$ cat src/design/tks_pkg.sv
// Package for top-k selection: shared types, commands and key mapping.
package tks_pkg;

    localparam int ScoreW = 32;
    localparam int TopKW  = 7;
    localparam int IdW    = 18;

    // Controller to datapath commands.
    typedef struct packed {
        logic start_row;    // sample K, clear count and position
        logic insert;       // insert current element
        logic emit_load;    // load output register from entry emit index
        logic emit_clear;   // reset emit index and row state
    } tks_cmd_t;

    // Datapath to controller status.
    typedef struct packed {
        logic kept_zero;    // no entries kept
        logic emit_last;    // emit index points at last kept entry
    } tks_sts_t;

    // Numeric-order key of a float; NaN lowest, both zeros equal.
    function automatic logic [ScoreW-1:0] order_key(input logic [ScoreW-1:0] bits);
        logic [ScoreW-2:0] mag;
        mag = bits[ScoreW-2:0];
        if (mag > 31'h7F80_0000) begin
            order_key = '0;
        end else if (mag == '0) begin
            order_key = 32'h8000_0000;
        end else if (bits[ScoreW-1]) begin
            order_key = ~bits;
        end else begin
            order_key = bits | 32'h8000_0000;
        end
    endfunction

endpackage

$ cat src/design/tks_ctrl.sv
// Controller: row sequencing and pair emission state machine.
module tks_ctrl (
    input  logic              aclk,
    input  logic              aresetn,
    input  logic              s_tvalid,
    output logic              s_tready,
    input  logic              row_end,
    output logic              m_tvalid,
    input  logic              m_tready,
    output logic              m_tlast,
    output tks_pkg::tks_cmd_t cmd,
    input  tks_pkg::tks_sts_t sts
);
    import tks_pkg::*;

    typedef enum logic [2:0] {
        ST_IDLE = 3'b001,
        ST_LOAD = 3'b010,
        ST_SEND = 3'b100
    } state_t;

    state_t state_reg, state_next;
    logic   started_reg, started_next;
    logic   last_reg, last_next;
    logic   s_fire, m_fire;

    assign s_tready = (state_reg == ST_IDLE);
    assign s_fire   = s_tvalid && s_tready;
    assign m_tvalid = (state_reg == ST_SEND);
    assign m_fire   = m_tvalid && m_tready;
    assign m_tlast  = last_reg;

    always_comb begin
        state_next     = state_reg;
        started_next   = started_reg;
        last_next      = last_reg;
        cmd            = '0;
        cmd.start_row  = s_fire && !started_reg;
        cmd.insert     = s_fire;
        case (state_reg)
            ST_IDLE: begin
                if (s_fire) begin
                    started_next = !row_end;
                    if (row_end) begin
                        state_next = ST_LOAD;
                    end
                end
            end
            ST_LOAD: begin
                if (sts.kept_zero) begin
                    cmd.emit_clear = 1'b1;
                    state_next     = ST_IDLE;
                end else begin
                    cmd.emit_load = 1'b1;
                    last_next     = sts.emit_last;
                    state_next    = ST_SEND;
                end
            end
            ST_SEND: begin
                if (m_fire) begin
                    if (last_reg) begin
                        cmd.emit_clear = 1'b1;
                        state_next     = ST_IDLE;
                    end else begin
                        state_next = ST_LOAD;
                    end
                end
            end
            default: state_next = ST_IDLE;
        endcase
    end

    always_ff @(posedge aclk) begin
        if (!aresetn) begin
            state_reg   <= ST_IDLE;
            started_reg <= 1'b0;
            last_reg    <= 1'b0;
        end else begin
            state_reg   <= state_next;
            started_reg <= started_next;
            last_reg    <= last_next;
        end
    end

    a_no_accept_while_sending: assert property (@(posedge aclk) disable iff (!aresetn)
        m_tvalid |-> !s_tready) else $error("input taken during emission");
    a_clear_after_last: assert property (@(posedge aclk) disable iff (!aresetn)
        (m_fire && m_tlast) |=> s_tready) else $error("no return to idle");
    a_row_end_emits: assert property (@(posedge aclk) disable iff (!aresetn)
        (s_fire && row_end) |=> (state_reg == ST_LOAD)) else $error("row end lost");

endmodule

$ cat config.mk
export PLATFORM = sky130hd
export DESIGN_NAME = tks_ctrl
export DESIGN_NICKNAME = d
export VERILOG_FILES = /design/src/design/tks_pkg.sv /design/src/design/tks_ctrl.sv
export SDC_FILE = /design/constraint.sdc
export NUM_CORES = 1
export LEC_CHECK = 0
export ABC_CLOCK_PERIOD_IN_PS = 1600
export BUFFER_PORTS_ARGS = -buffer_cell sky130_fd_sc_hd__buf_2
export CAP_MARGIN = 20
export CORE_AREA = 8 8 45 47
export DETAILED_ROUTE_END_ITERATION = 10
export DIE_AREA = 0 0 53 55
export SKIP_CTS_REPAIR_TIMING = 1
export SYNTH_ARGS = -nofsm -noshare
export SYNTH_HDL_FRONTEND = slang
export SYNTH_SLANG_ARGS = --single-unit
$ cat constraint.sdc
create_clock -name aclk -period 1.6 [get_ports aclk]
set_input_delay 0.08 -clock aclk [delete_from_list [all_inputs] [get_ports aclk]]
set_output_delay 0.08 -clock aclk [all_outputs]
set_load 0.05 [all_outputs]
# Word-level counts from Yosys, hierarchy flattened
# Index checks and enable logic that the tools add are counted.
# classes
n_mux	12
bitwise	1
n_eq_ne	6
n_reduce_logical	8
# op_table
op	n
$mux W3	4
$pmux W3 S3	1
$ne A2 B1 Y1 const B	3
$mux W1	5
$reduce_and A2 Y1	2
$eq A3 B1 Y1 const B	1
$eq A3 B2 Y1 const B	1
$eq A3 B3 Y1 const B	1
$logic_and A1 B1 Y1	3
$reduce_and A3 Y1	1
$logic_not A1 Y1	2
$mux W2	1
$pmux W1 S2	1
$not A1 Y1	1
# word_totals
regBits	5

# Logic depth before layout (Yosys ltp)
# depth
depth_word	4
mapped_depth	4
mapped_depth_nobuf	3

# Least setup slack after synthesis
# No wires, ideal clock.
# synth_timing
path_kind	reg2out
start	reg last_reg, in the netlist m_tlast
end	out cmd[0] (netlist bit)
path_slack_ns	-0.072
required_time_ns	1.520
arrival_ns	1.592
stages_incl_launch_ff	3
path_cell_list	dfxtp_1 nand4b_1 a21oi_1
# synth_rtl
item	line_no	rtl
from (decl)	tks_ctrl.sv:24	logic last_reg, last_next;
from (signal assigned)	tks_ctrl.sv:81	last_reg <= last_next;
to (decl)	tks_ctrl.sv:11	output tks_pkg::tks_cmd_t cmd,

==> results_dict.tcl <==
set metrics [dict create \
    status "complete, no violations" \
    seq_area_frac_synth_pct 31.6 \
    drv_cap 0 \
    drive_gt1_share_pct 43.8 \
    cts_buffers 3 \
    vias 292 \
    cp.required_ns 1.52 \
    synth-edff-count 0 \
    maxSlewViolCount 0 \
    worstSetupStartpointType "flip-flop" \
    core_mm2 0.00138 \
    clock_skew_ns 0.00326 \
    finalPower_mw 0.368 \
    clkSinkCount 5 \
    synth_top_area_cell "dfxtp_1" \
    yosys_warnings 0 \
    grt_max_degree 11 \
    initial_core_util_pct 22.9 \
    track_usage_pct 6.01 \
    synth_area_leaders "dfxtp_1 (32%), nor4b_4 (7.5%), nor2_1 (5.9%)" \
    grt-ovfl-total 0 \
    die_w_um 53 \
    finalSetupTns_ns 0 \
    synth_area_um2 317 \
    ys_top_cells_by_count "dfxtp_1 (5), nor2_1 (5), a21oi_1 (3), buf_4 (2), nand2b_1 (2)" \
    tightest_slew_ns 0.341 \
    grtUsageMet2_pct 8.79 \
    fin_crit_sh_pct 93.0 \
    fmax_mhz 672 \
    ys.flop_type "dfxtp_1" \
    critPathCaptureType "output port" \
    nNetsFinal 56 \
    wirelength_um 734 \
    yosysTopAreaCellShare_pct 31.6 \
    rows 14 \
    pin_count 14 \
    die_area_mm2 0.00292 \
    wl_per_cell_um 11.5 \
    cts_tree "yes" \
    post_dp_cell_area_um2 385 \
    path_class "flip-flop to output port" \
    first_pass_iters 2 \
    die_h_um 55 \
    final_critical_path_setup_slack_ns 0.111 \
    powerDensity_mw_per_mm2 893 \
    io_buffer_count 13 \
    dp.cells 60 \
    cp.arrival_ns 1.41 \
    grt_use_met3_pct 4.55 \
    synth_seq_cells 5 \
    drc 0 \
    synth_cell_types 22 \
    root_buffer "clkbuf_4" \
    met1_usage_pct 6.38 \
    largest_reg_flops 3 \
    peakVddDrop_mv 0.327 \
    clk_path_buf_depth 2 \
    post-place-ws_ns 0.354 \
    fin_cells 64 \
    holdWs_ns 0.0445 \
    ant_nets 0 \
    htree_levels 1 \
    grt_pass1_wl_um 1260 \
    grt_antenna_before_repair 0 \
    gp_congestion 0.712 \
    hold_class "primary input to flip-flop" \
    top_usage_layer "met2" \
    grt_setup_unrepaired "no" \
    synth_fp_nets 41 \
    async_flop_share_pct 0 \
    synthCells 34 \
    clkSlewWorstSetupHoldPaths_ns 0.04 \
    drt_iter0_drc 4 \
    fin_area_um2 412 \
    final.min_clock_period_ns 1.49 \
    hold_viol 0 \
    clk_latency_ns 0.24 \
    avgViaCountPerCell 4.56 \
    diodes 0 \
    worstPathMaxFanout 9 \
    setup_violations 0 \
    grt_pass1_vias 291 \
    maxSlewHeadroom_pct 77.2 \
    areaGrowthSynthToFinish_pct 30.0 \
    avgSynthCellArea_um2 9.31 \
    cellLeakagePower_nw 0.171 \
    final_core_util_pct 29.7 \
]
==> worst max-delay path, stage by stage (launching register included) <==
cell and delay (ns):
dfxtp_1 0.40, and4bb_1 0.38, nor2b_1 0.13, buf_2 0.26
==> final timing paths <==
path | from | end | slack, ns | cells past startpoint
worst max-delay path | state_reg[2] | cmd[3] | 0.11 | 3
worst min-delay path | row_end | started_reg | 0.04 | 2
worst max register to register | state_reg[1] | m_tlast | 0.36 | 3
worst min register to register | started_reg | started_reg | 0.54 | 2
==> layer usage <==
metal / wire (um) / vias up
met5: 0 / -
met4: 0 / 0
met3: 64 / 0
met2: 351 / 6
met1: 318 / 135
li1: - / 151
==> power breakdown <==
part           total, mW  internal [mW]  leakage (nW)  switching, mW
clock              0.141         0.0940        0.0150         0.0468
combinational     0.0847         0.0281         0.115         0.0566
sequential         0.142          0.132        0.0409         0.0106
total              0.368          0.254         0.171          0.114
==> layout by cell type, fill, tap and decap left out <==
master,count
a211oi_1,1
a211oi_2,1
a21oi_1,2
a21oi_2,1
and4bb_1,1
buf_2,13
clkbuf_1,1
clkbuf_4,3
dfxtp_1,5
inv_1,1
mux2i_1,1
nand2_1,1
nand2b_1,2
nand3b_1,1
nand4b_1,1
nor2_1,5
nor2b_1,1
nor3_1,1
nor3b_1,1
nor3b_2,1
nor4b_2,1
nor4b_4,1
o22ai_1,1
o31ai_1,1
==> final cells by class <==
| cell class | instances | area (um^2) |
|---|---|---|
| Tap cell | 16 | 20.0 |
| Timing Repair Buffer | 13 | 65.1 |
| Multi-Input combinational cell | 25 | 196 |
| Clock buffer | 4 | 26.3 |
| Sequential cell | 5 | 100 |
| Inverter | 1 | 3.75 |
| Fill cell | 155 | 972 |
==> cells by family (layout without fill, tap and decap cells) <==
family                 after synthesis  after routing  synth area share [%]
AND/OR/NAND/NOR                     17             17                  42.3
multiplexers                         1              1                  3.16
flip-flops                           5              5                  31.6
buffers and inverters                4             18                  7.51
AO/OA/AOI/OAI                        7              7                  15.4
Note: power is estimated with default switching activity, not from simulation.
